### src/sv/rqt_pkg.sv
// ----------------------------------------------------------------------------
// rqt_pkg
// Shared types and constants of the read quality trimmer.
// ----------------------------------------------------------------------------
package rqt_pkg;

  localparam int unsigned QC_W        = 7;
  localparam int unsigned PHRED_W     = 7;
  localparam int unsigned CFG_PHRED_W = 7;
  localparam int unsigned CFG_LEN_W   = 13;
  localparam int unsigned CFG_DATA_W  = 13;
  localparam int unsigned CFG_IDX_W   = 2;

  // largest phred a 7-bit character can carry
  localparam int unsigned PHRED_MAX = 94;

  localparam logic [QC_W-1:0] PHRED_OFFSET = 7'd33;

  localparam logic [CFG_PHRED_W-1:0] MIN_PHRED_RST      = 7'd20;
  localparam logic [CFG_PHRED_W-1:0] MIN_MEAN_PHRED_RST = 7'd20;
  localparam logic [CFG_LEN_W-1:0]   MIN_REGION_LEN_RST = 13'd15;

  typedef enum logic [CFG_IDX_W-1:0] {
    CFG_MIN_PHRED      = 2'd0,
    CFG_MIN_MEAN_PHRED = 2'd1,
    CFG_MIN_REGION_LEN = 2'd2
  } cfg_reg_e;

endpackage

### src/sv/rqt_score.sv
// ----------------------------------------------------------------------------
// rqt_score
// Running score of one read: start search, clamped running sum, best end.
// ----------------------------------------------------------------------------
module rqt_score import rqt_pkg::*; #(
  parameter int unsigned MAX_READ_LENGTH = 4096,
  localparam int unsigned CNT_W = $clog2(MAX_READ_LENGTH + 1),
  localparam int unsigned POS_W = $clog2(MAX_READ_LENGTH),
  localparam int unsigned SUM_W = $clog2(PHRED_MAX * MAX_READ_LENGTH + 1)
) (
  input  logic                   clk_i,
  input  logic                   rst_ni,
  input  logic                   take_i,
  input  logic [PHRED_W-1:0]     phred_i,
  input  logic                   last_i,
  input  logic [CFG_PHRED_W-1:0] min_phred_i,
  output logic                   found_o,
  output logic [POS_W-1:0]       left_o,
  output logic [POS_W-1:0]       right_o,
  output logic [SUM_W-1:0]       at_best_o
);

  logic             searching_q, searching_d;
  logic [CNT_W-1:0] char_idx_q, char_idx_d;
  logic [POS_W-1:0] left_q, left_d;
  logic [POS_W-1:0] right_q, right_d;
  logic [SUM_W-1:0] run_q, run_d;
  logic [SUM_W-1:0] best_q, best_d;
  logic [SUM_W-1:0] total_q, total_d;
  logic [SUM_W-1:0] at_best_q, at_best_d;

  logic             active;
  logic [POS_W-1:0] pos;
  logic [SUM_W-1:0] phred_x;
  logic [SUM_W-1:0] minp_x;
  logic [SUM_W-1:0] sum;

  assign active  = (char_idx_q != CNT_W'(MAX_READ_LENGTH));
  assign pos     = char_idx_q[POS_W-1:0];
  assign phred_x = SUM_W'(phred_i);
  assign minp_x  = SUM_W'(min_phred_i);
  assign sum     = run_q + phred_x;

  always_comb begin
    searching_d = searching_q;
    char_idx_d  = char_idx_q;
    left_d      = left_q;
    right_d     = right_q;
    run_d       = run_q;
    best_d      = best_q;
    total_d     = total_q;
    at_best_d   = at_best_q;
    if (active) begin
      if (searching_q) begin
        if (phred_i >= min_phred_i) begin
          searching_d = 1'b0;
          left_d      = pos;
          right_d     = pos;
          run_d       = phred_x - minp_x;
          best_d      = phred_x - minp_x;
          total_d     = phred_x;
          at_best_d   = phred_x;
        end
      end else begin
        total_d = total_q + phred_x;
        run_d   = (sum < minp_x) ? '0 : sum - minp_x;
        if (run_d >= best_q) begin
          best_d    = run_d;
          right_d   = pos;
          at_best_d = total_d;
        end
      end
      char_idx_d = char_idx_q + CNT_W'(1);
    end
  end

  always_ff @(posedge clk_i or negedge rst_ni) begin
    if (!rst_ni) begin
      searching_q <= 1'b1;
      char_idx_q  <= '0;
      left_q      <= '0;
      right_q     <= '0;
      run_q       <= '0;
      best_q      <= '0;
      total_q     <= '0;
      at_best_q   <= '0;
    end else if (take_i) begin
      if (last_i) begin
        searching_q <= 1'b1;
        char_idx_q  <= '0;
        left_q      <= '0;
        right_q     <= '0;
        run_q       <= '0;
        best_q      <= '0;
        total_q     <= '0;
        at_best_q   <= '0;
      end else begin
        searching_q <= searching_d;
        char_idx_q  <= char_idx_d;
        left_q      <= left_d;
        right_q     <= right_d;
        run_q       <= run_d;
        best_q      <= best_d;
        total_q     <= total_d;
        at_best_q   <= at_best_d;
      end
    end
  end

  // state of the read after this item, for the verdict
  assign found_o   = !searching_d;
  assign left_o    = left_d;
  assign right_o   = right_d;
  assign at_best_o = at_best_d;

endmodule

### src/sv/read_quality_trimmer_top.sv
// ----------------------------------------------------------------------------
// read_quality_trimmer_top
// Running-score quality trimming of one read, one quality character per item.
//
// Takes one quality character (phred + 33) per cycle while the input is not
// held, and gives one verdict per read, after the character marked last:
// rejected, or the 1-based first and last kept positions. Throughput is one
// character per clock unless a stalled verdict holds the input. A verdict
// passes the input register, where the score is updated, and the end-of-read
// snapshot, from which the verdict (length, one multiply and the two
// compares) is registered. A stalled verdict holds the next last character
// in the input register until the output frees up. Characters beyond
// MAX_READ_LENGTH are not scored. The user must write configuration registers
// only while no read is in flight; the block itself does not enforce this.
// ----------------------------------------------------------------------------
module read_quality_trimmer_top import rqt_pkg::*; #(
  parameter int unsigned MAX_READ_LENGTH = 4096
) (
  input  logic                                      clk_i,
  input  logic                                      rst_ni,
  input  logic                                      cfg_we_i,
  input  logic [CFG_IDX_W-1:0]                      cfg_idx_i,
  input  logic [CFG_DATA_W-1:0]                     cfg_data_i,
  input  logic                                      in_valid_i,
  output logic                                      in_ready_o,
  input  logic [QC_W-1:0]                           quality_char_i,
  input  logic                                      last_char_i,
  output logic                                      out_valid_o,
  input  logic                                      out_ready_i,
  output logic                                      rejected_o,
  output logic [$clog2(MAX_READ_LENGTH + 1)-1:0]    region_start_o,
  output logic [$clog2(MAX_READ_LENGTH + 1)-1:0]    region_stop_o
);

  localparam int unsigned CNT_W   = $clog2(MAX_READ_LENGTH + 1);
  localparam int unsigned POS_W   = $clog2(MAX_READ_LENGTH);
  localparam int unsigned SUM_W   = $clog2(PHRED_MAX * MAX_READ_LENGTH + 1);
  localparam int unsigned MUL_W   = CFG_PHRED_W + CNT_W;
  localparam int unsigned CMP_W   = (MUL_W > SUM_W) ? MUL_W : SUM_W;
  localparam int unsigned LCMP_W  = (CNT_W > CFG_LEN_W) ? CNT_W : CFG_LEN_W;

  // configuration
  logic [CFG_PHRED_W-1:0] min_phred_q;
  logic [CFG_PHRED_W-1:0] min_mean_q;
  logic [CFG_LEN_W-1:0]   min_len_q;

  always_ff @(posedge clk_i or negedge rst_ni) begin
    if (!rst_ni) begin
      min_phred_q <= MIN_PHRED_RST;
      min_mean_q  <= MIN_MEAN_PHRED_RST;
      min_len_q   <= MIN_REGION_LEN_RST;
    end else if (cfg_we_i) begin
      unique case (cfg_reg_e'(cfg_idx_i))
        CFG_MIN_PHRED:      min_phred_q <= cfg_data_i[CFG_PHRED_W-1:0];
        CFG_MIN_MEAN_PHRED: min_mean_q  <= cfg_data_i[CFG_PHRED_W-1:0];
        CFG_MIN_REGION_LEN: min_len_q   <= cfg_data_i[CFG_LEN_W-1:0];
        default: ;
      endcase
    end
  end

  // handshake and stage control
  logic s0_valid_q;
  logic s0_last_q;
  logic [QC_W-1:0] s0_qc_q;
  logic s0_take;
  logic fin_valid_q;
  logic fin_ready;
  logic out_free;
  logic out_valid_q;

  assign out_free   = !out_valid_q || out_ready_i;
  assign fin_ready  = !fin_valid_q || out_free;
  assign s0_take    = s0_valid_q && (!s0_last_q || fin_ready);
  assign in_ready_o = !s0_valid_q || s0_take;

  // input register
  always_ff @(posedge clk_i or negedge rst_ni) begin
    if (!rst_ni) begin
      s0_valid_q <= 1'b0;
    end else if (in_ready_o) begin
      s0_valid_q <= in_valid_i;
    end
  end

  always_ff @(posedge clk_i) begin
    if (in_ready_o && in_valid_i) begin
      s0_qc_q   <= quality_char_i;
      s0_last_q <= last_char_i;
    end
  end

  // score update
  logic [PHRED_W-1:0] phred;
  logic               sc_found;
  logic [POS_W-1:0]   sc_left;
  logic [POS_W-1:0]   sc_right;
  logic [SUM_W-1:0]   sc_at_best;

  assign phred = (s0_qc_q >= PHRED_OFFSET) ? PHRED_W'(s0_qc_q - PHRED_OFFSET) : '0;

  rqt_score #(
    .MAX_READ_LENGTH(MAX_READ_LENGTH)
  ) u_score (
    .clk_i       (clk_i),
    .rst_ni      (rst_ni),
    .take_i      (s0_take),
    .phred_i     (phred),
    .last_i      (s0_last_q),
    .min_phred_i (min_phred_q),
    .found_o     (sc_found),
    .left_o      (sc_left),
    .right_o     (sc_right),
    .at_best_o   (sc_at_best)
  );

  // end-of-read snapshot
  logic             fin_found_q;
  logic [POS_W-1:0] fin_left_q;
  logic [POS_W-1:0] fin_right_q;
  logic [SUM_W-1:0] fin_total_q;
  logic             fin_load;

  assign fin_load = s0_take && s0_last_q;

  always_ff @(posedge clk_i or negedge rst_ni) begin
    if (!rst_ni) begin
      fin_valid_q <= 1'b0;
    end else if (fin_load) begin
      fin_valid_q <= 1'b1;
    end else if (out_free) begin
      fin_valid_q <= 1'b0;
    end
  end

  always_ff @(posedge clk_i) begin
    if (fin_load) begin
      fin_found_q <= sc_found;
      fin_left_q  <= sc_left;
      fin_right_q <= sc_right;
      fin_total_q <= sc_at_best;
    end
  end

  // verdict
  logic [CNT_W-1:0] len;
  logic [MUL_W-1:0] mean_need;
  logic             len_ok;
  logic             mean_ok;
  logic             keep;
  logic             rejected_q;
  logic [CNT_W-1:0] start_q;
  logic [CNT_W-1:0] stop_q;

  assign len       = CNT_W'(fin_right_q) - CNT_W'(fin_left_q) + CNT_W'(1);
  assign mean_need = MUL_W'(min_mean_q) * MUL_W'(len);
  assign len_ok    = LCMP_W'(len) >= LCMP_W'(min_len_q);
  assign mean_ok   = CMP_W'(fin_total_q) >= CMP_W'(mean_need);
  assign keep      = fin_found_q && len_ok && mean_ok;

  always_ff @(posedge clk_i or negedge rst_ni) begin
    if (!rst_ni) begin
      out_valid_q <= 1'b0;
    end else if (out_free) begin
      out_valid_q <= fin_valid_q;
    end
  end

  always_ff @(posedge clk_i) begin
    if (out_free && fin_valid_q) begin
      rejected_q <= !keep;
      start_q    <= keep ? CNT_W'(fin_left_q) + CNT_W'(1) : '0;
      stop_q     <= keep ? CNT_W'(fin_right_q) + CNT_W'(1) : '0;
    end
  end

  assign out_valid_o    = out_valid_q;
  assign rejected_o     = rejected_q;
  assign region_start_o = start_q;
  assign region_stop_o  = stop_q;

endmodule

### config.mk
export PLATFORM = sky130hd
export DESIGN_NAME = read_quality_trimmer_top
export DESIGN_NICKNAME = d
export VERILOG_FILES = /design/src/sv/rqt_pkg.sv /design/src/sv/rqt_score.sv /design/src/sv/read_quality_trimmer_top.sv
export SDC_FILE = /design/constraint.sdc
export NUM_CORES = 1
export LEC_CHECK = 0
export BUFFER_PORTS_ARGS = -buffer_cell sky130_fd_sc_hd__buf_2
export CAP_MARGIN = 20
export CORE_MARGIN = 10
export CORE_UTILIZATION = 30
export DETAILED_ROUTE_END_ITERATION = 16
export PLACE_DENSITY_LB_ADDON = 0.05
export SYNTH_ARGS = -nofsm -noshare
export SYNTH_HDL_FRONTEND = slang
export SYNTH_SLANG_ARGS = --single-unit
### constraint.sdc
create_clock -name clk_i -period 11.9 [get_ports clk_i]
set_clock_uncertainty 0.15 [all_clocks]
set_input_delay 3.57 -clock clk_i [delete_from_list [all_inputs] [get_ports clk_i]]
set_output_delay 3.57 -clock clk_i [all_outputs]
set_load 0.1 [all_outputs]
# After elaboration in Yosys (flattened, before gate mapping)

Cells that the tools add are included.

$lt $le $gt $ge: 6
Reduce and logical (&&, ||, !) cells: 26
Equality and inequality tests: 4
$mul: 1
Mux-type cells: 36
Add/sub/neg operators: 10

Operators with widths:

| operator                                                           | number |
|---|---|
| two-way mux 19 bit                                                 | 18 |
| two-way mux 12 bit                                                 | 9 |
| adder 19 x 7 -> 19 bit                                             | 2 |
| adder 12 x 1 -> 13 bit (second input constant)                     | 2 |
| adder 13 x 1 -> 13 bit (second input constant)                     | 2 |
| two-way mux 13 bit                                                 | 2 |
| greater-or-equal comparator 19 x 20 -> 1 bit                       | 1 |
| multiplier 7 x 13 -> 20 bit                                        | 1 |
| greater-or-equal comparator 19 bit                                 | 1 |
| less-than comparator 19 x 7 -> 1 bit                               | 1 |
| subtractor 19 x 7 -> 19 bit                                        | 1 |
| greater-or-equal comparator 13 bit                                 | 1 |
| != test 13 bit (second input constant)                             | 1 |
| subtractor 12 x 12 -> 13 bit                                       | 1 |
| AND reduction 2 bit                                                | 4 |
| subtractor 7 x 7 -> 8 bit                                          | 1 |
| greater-or-equal comparator 7 x 6 -> 1 bit (second input constant) | 1 |
| greater-or-equal comparator 7 bit                                  | 1 |
| two-way mux 7 bit                                                  | 1 |
| subtractor 7 x 6 -> 7 bit (second input constant)                  | 1 |
| logical AND 1 bit                                                  | 6 |
| zero test 1 bit                                                    | 6 |
| two-way mux 1 bit                                                  | 6 |
| logical OR 1 bit                                                   | 4 |
| other kinds (8)                                                    | 9 |

Output and inout bits: 29
Bits in registers: 223
Logic and storage cells: 106
Bits of input ports: 28

# Depth between registers and ports, before layout

Word-level depth: 10
Mapped depth: 42
Mapped depth without buffers: 40

# Hierarchy

Synthesis repeated with hierarchy kept, for this count alone.

Cell total of the unflattened synthesis: 1,696
Area total of the unflattened synthesis: 16,708.5 µm²

Modules (own cells, without submodules):

| module                   | area an instance (µm²) | cells an instance | instances | seq. area each (µm²) |
|---|---|---|---|---|
| read_quality_trimmer_top | 8,518.2                | 764               | 1         | 3,133.0 |
| rqt_score                | 8,190.4                | 932               | 1         | 2,854.0 |

# Least setup slack after synthesis

OpenSTA, ideal clock, no wires.

Path type: register to register
Start: register fin_left_q[1]
End: register start_q[2], in the netlist region_start_o[2] (data pin)
Data arrival time: 8.129 ns
Setup slack: 3.351 ns
Stages on the path, launching flop included: 38
Clock period less this slack: 8.549 ns
Setup time: 0.270 ns
Buffers on the path: 2
Required time: 11.480 ns
Cells stage by stage: edfxtp_1 ha_1 inv_1 ha_1 inv_1 fa_1 nor2b_1 o21ai_0 a21boi_0 o21ai_0 a21boi_0 o21ai_0 a21boi_0 o21ai_0 a21boi_1 nor3b_1 fa_1 fa_1 (+2 left out) fa_1 inv_1 ha_1 or3_1 o21ai_0 nor2_1 xnor2_1 ha_1 nor2b_1 o21ai_0 nand2b_1 a2111oi_0 o21ai_0 o211ai_1 a311o_1 clkbuf_1 clkbuf_1 nor3_1

Cells in the longest elaborated chain, start to end: 5
Elaborated cells on any way between the ends: 8
Those cells by class: add/sub: 3; mul: 1; order compare: 2; reduce/logical: 2

Ends and longest elaborated chain:

| element                                                                           | line                                                             | text |
|---|---|---|
| start: declaration                                                                | read_quality_trimmer_top.sv:119                                  | `logic [POS_W-1:0] fin_left_q;` |
| start signal: assignment                                                          | read_quality_trimmer_top.sv:139                                  | `fin_left_q <= sc_left;` |
| subtractor 12 x 12 -> 13 bit                                                      | read_quality_trimmer_top.sv:155                                  | `assign len = CNT_W'(fin_right_q) - CNT_W'(fin_left_q) + CNT_W'(1);` |
| adder 13 x 1 -> 13 bit                                                            | read_quality_trimmer_top.sv:155                                  |  |
| multiplier 7 x 13 -> 20 bit or greater-or-equal comparator 13 bit (tied branches) | read_quality_trimmer_top.sv:156, read_quality_trimmer_top.sv:157 |  |
| greater-or-equal comparator 19 x 20 -> 1 bit or logical AND 1 bit (tied branches) | read_quality_trimmer_top.sv:158, read_quality_trimmer_top.sv:159 |  |
| logical AND 1 bit                                                                 | read_quality_trimmer_top.sv:159                                  | `assign keep = fin_found_q && len_ok && mean_ok;` |
| end signal: assignment                                                            | read_quality_trimmer_top.sv:172                                  | `start_q <= keep ? CNT_W'(fin_left_q) + CNT_W'(1) : '0;` |
| end: declaration                                                                  | read_quality_trimmer_top.sv:152                                  | `logic [CNT_W-1:0] start_q;` |

Parallel ways exist; a longest one is shown, timed or not.
A chain may end at the register's enable or synchronous reset.

# Final worst setup path

Start: register fin_left_q[1]
End: register start_q[5], in the netlist region_start_o[5] (data pin)

Same word-level chain as after synthesis.

==> results.yml <==
status:
  status: "finished clean"
logic_synthesis:
  syn-num-nets: 2036
  ys_seq_area_share_pct: 35.33
  synth_area_per_cell_sq_um: 9.353
  synth_top_area_share_pct: 19.93
  yosysTopAreaCell: "dfrtp_1"
  ys_warn_count: 0
  yosysUniqueCellTypes: 87
  ys_ff_latch: 223
  syn-instance-count: 1812
  synth_area_leaders: "dfrtp_1 20%, edfxtp_1 14%, ha_1 10%, fa_1 6.6%, o21ai_0 4.4%"
  async_flop_share_pct: 64.57
  syn-cell-area_sq_um: 16950
  synth_edf_count: 79
  ys.flop_type: "dfrtp_1"
min_path:
  min_path_type: "flop to flop"
setup_path:
  crit_top_cell: "o21ai_0"
  cpMaxStageDelayCell: "fa_1"
  cp.arrival_ns: 9.60
  path_max_fanout: 22
  start_kind: "flop"
  cp.required_ns: 12.05
  worstSetupPathType: "flop to flop"
  end_kind: "flop"
  critPathMaxStageDelay_ns: 0.55
placed_design:
  place.gp.congestion: 0.7964
  portBuffers: 56
  dp_hpwl_mm: 37.83
floorplan:
  die_y_um: 257.7
  start_util_pct: 30.17
  core-area_sq_um: 56170
  num_io_pins: 57
  fp.dieW_um: 257.7
  fp-row-count: 87
  die_area_sq_um: 66400
clock_network:
  clkLatencyLatePin_ns: 0.58
  cts.htree.levels: 1
  cts_setup_buffers: 0
  numClockSinks: 223
  cts-root-buf: "clkbuf_16"
  cts_resized: 0
  cts_hold_buffers: 0
  clock_path_buffers: 3
  cts_tree: "yes"
  clk_pin_slew_ns: 0.06
  cts_buffers: 29
drt:
  vias_per_cell: 4.990
  ant_nets: 0
  drt-initial-drc-count: 672
  vias: 13100
  first_pass_iters: 5
  wl_per_cell_um: 19.07
  drc: 0
  wl_mm: 50.05
global_route:
  grt_pass1_vias: 13650
  grt-ovfl-total: 0
  grt_use_total_pct: 15.08
  grt_max_degree: 91
  grt_pass1_wl_mm: 80.59
  antenna_found_initial: 0
power:
  clkPwrFrac_pct: 16.2
  p_int_mw: 3.085
  power.share.combinational_pct: 65.1
  p_leak_nw: 8.180
  peakVddDrop_uv: 193.4
  p_switching_mw: 2.774
  p_seq_share_pct: 18.7
  swShare_pct: 47.34
  p_per_area_nw_per_um2: 306.8
run:
  maxCapViolations: 0
sta:
  min_period_ns: 9.442
  setup_viol: 0
  timing.final.hold_violations: 0
  rsz0062_at_grt: "false"
  maxSlewHeadroom_pct: 27.29
  hold_slack_ns: 0.3268
  slew_viol_final: 0
  timing.final.crit_share_pct: 79.35
  worst_pin_slew_ns: 1.063
  fmax_mhz: 105.9
  fin_setup_tns_ns: 0
final_layout:
  final_cell_mix: "187 x nand2_1, 163 x inv_1, 149 x o21ai_0"
  fin_util_pct: 34.01
  nNetsFinal: 2070
  num_antenna_cells: 0
  final_common_cell: "nand2_1"
  drive_gt1_share_pct: 11.72
  synthToLayoutAreaGrowth_pct: 12.71
==> cell usage after synthesis, drive strengths merged, types with 41 or more instances <==
cell / instances
fa: 56
a21oi: 84
o21ai: 152
nor2: 92
ha: 140
edfxtp: 79
clkbuf: 57
dfrtp: 135
mux2: 42
nor3: 44
inv: 163
nand3: 41
nand2: 187
xnor2: 67
xor2: 43
and2: 67
==> registers in the layout, indices dropped and copies added (netlist names), 7 cells and up <==
name,count
min_phred_q,7
min_mean_q,7
min_len_q,13
u_score.best_q,19
u_score.char_idx_q,13
fin_left_q,12
fin_right_q,12
fin_total_q,19
s0_qc_q,7
u_score.right_q,12
region_stop_o,13
u_score.at_best_q,19
u_score.total_q,19
u_score.left_q,12
region_start_o,13
u_score.run_q,19
==> worst max-delay path, delay by kind of cell (launching register included) <==
| kind | cells | cell delay (ns) |
|---|---|---|
| adder cells (fa/ha/maj) | 9 | 3.47 |
| AO/OA/AOI/OAI | 14 | 2.91 |
| AND/OR/NAND/NOR | 11 | 1.57 |
| flip-flops | 1 | 0.44 |
| buffers and inverters | 5 | 0.44 |
| XOR/XNOR | 1 | 0.18 |
==> routing by layer <==
metal	routed length, um	vias up	global-route usage (%)
li1	-	6445	-
met1	23120	6421	19.58
met2	24140	178	26.00
met3	1653	56	2.165
met4	1134	0	3.627
met5	0	-	0
==> power by group through the flow <==
| stage | sequential, mW | combinational [mW] | clock [mW] |
|---|---|---|---|
| 2_1_floorplan | 1.16 | 2.82 | 0 |
| 3_3_place_gp | 1.11 | 3.83 | 0 |
| 3_5_place_dp | 1.11 | 3.85 | 0 |
| 4_1_cts | 1.10 | 3.88 | 0.979 |
| 5_1_grt | 1.12 | 4.37 | 1.01 |
| 6_report | 1.10 | 3.81 | 0.950 |
==> through the flow <==
stage | total power [mW] | setup slack, ns | std cells | instance area (sq um)
floorplan | 3.979 | 3.351 | 1812 | 16950
finish | 5.860 | 2.458 | 2625 | 19100
detailed placement | 4.960 | 2.486 | 2570 | 18060
global placement | 4.940 | 2.140 | 2566 | 18010
global route | 6.501 | 1.734 | 2625 | 19100
CTS | 5.961 | 2.435 | 2624 | 19100
==> logic make-up after synthesis <==
family                     count (synthesis)  synth area share [%]
and+or+nand+nor                          563                 16.76
AOI/OAI and AO/OA                        428                 16.34
buffers and inverters                    238                 5.441
DFF                                      223                 35.33
adders and majority gates                199                 17.13
xor gates and xnor gates                 110                 5.685
muxes                                     51                 3.322
==> path summary, 6_finish.rpt <==
kind | endpoint | start | slack (ns) | depth (start not counted)
setup / recovery | region_start_o[5]$_SDFFCE_PN0P_ | fin_left_q[1]$_DFFE_PP_ | 2.46 | 40
hold / removal | u_score.at_best_q[17]$_DFFE_PN0P_ | u_score.at_best_q[17]$_DFFE_PN0P_ | 0.33 | 2
setup reg to reg | region_start_o[5]$_SDFFCE_PN0P_ | fin_left_q[1]$_DFFE_PP_ | 2.46 | 40
hold reg to reg | u_score.at_best_q[17]$_DFFE_PN0P_ | u_score.at_best_q[17]$_DFFE_PN0P_ | 0.33 | 2
max in group asynchronous | u_score.run_q[13]$_DFFE_PN0P_ | rst_ni | 7.31 | 2
min in group asynchronous | min_phred_q[6]$_DFFE_PN0P_ | rst_ni | 2.93 | 1
==> layout make-up <==
| type | instances | area, sq um |
|---|---|---|
| fillers | 5837 | 37070 |
| multi-input cells | 1351 | 10060 |
| flip-flops and latches | 223 | 5987 |
| well taps | 756 | 945.9 |
| clock buffers | 44 | 935.9 |
| inverters | 164 | 615.6 |
| repair buffers | 77 | 452.9 |
| clock inverters | 10 | 105.1 |
Power figures use the tool's default switching activity.
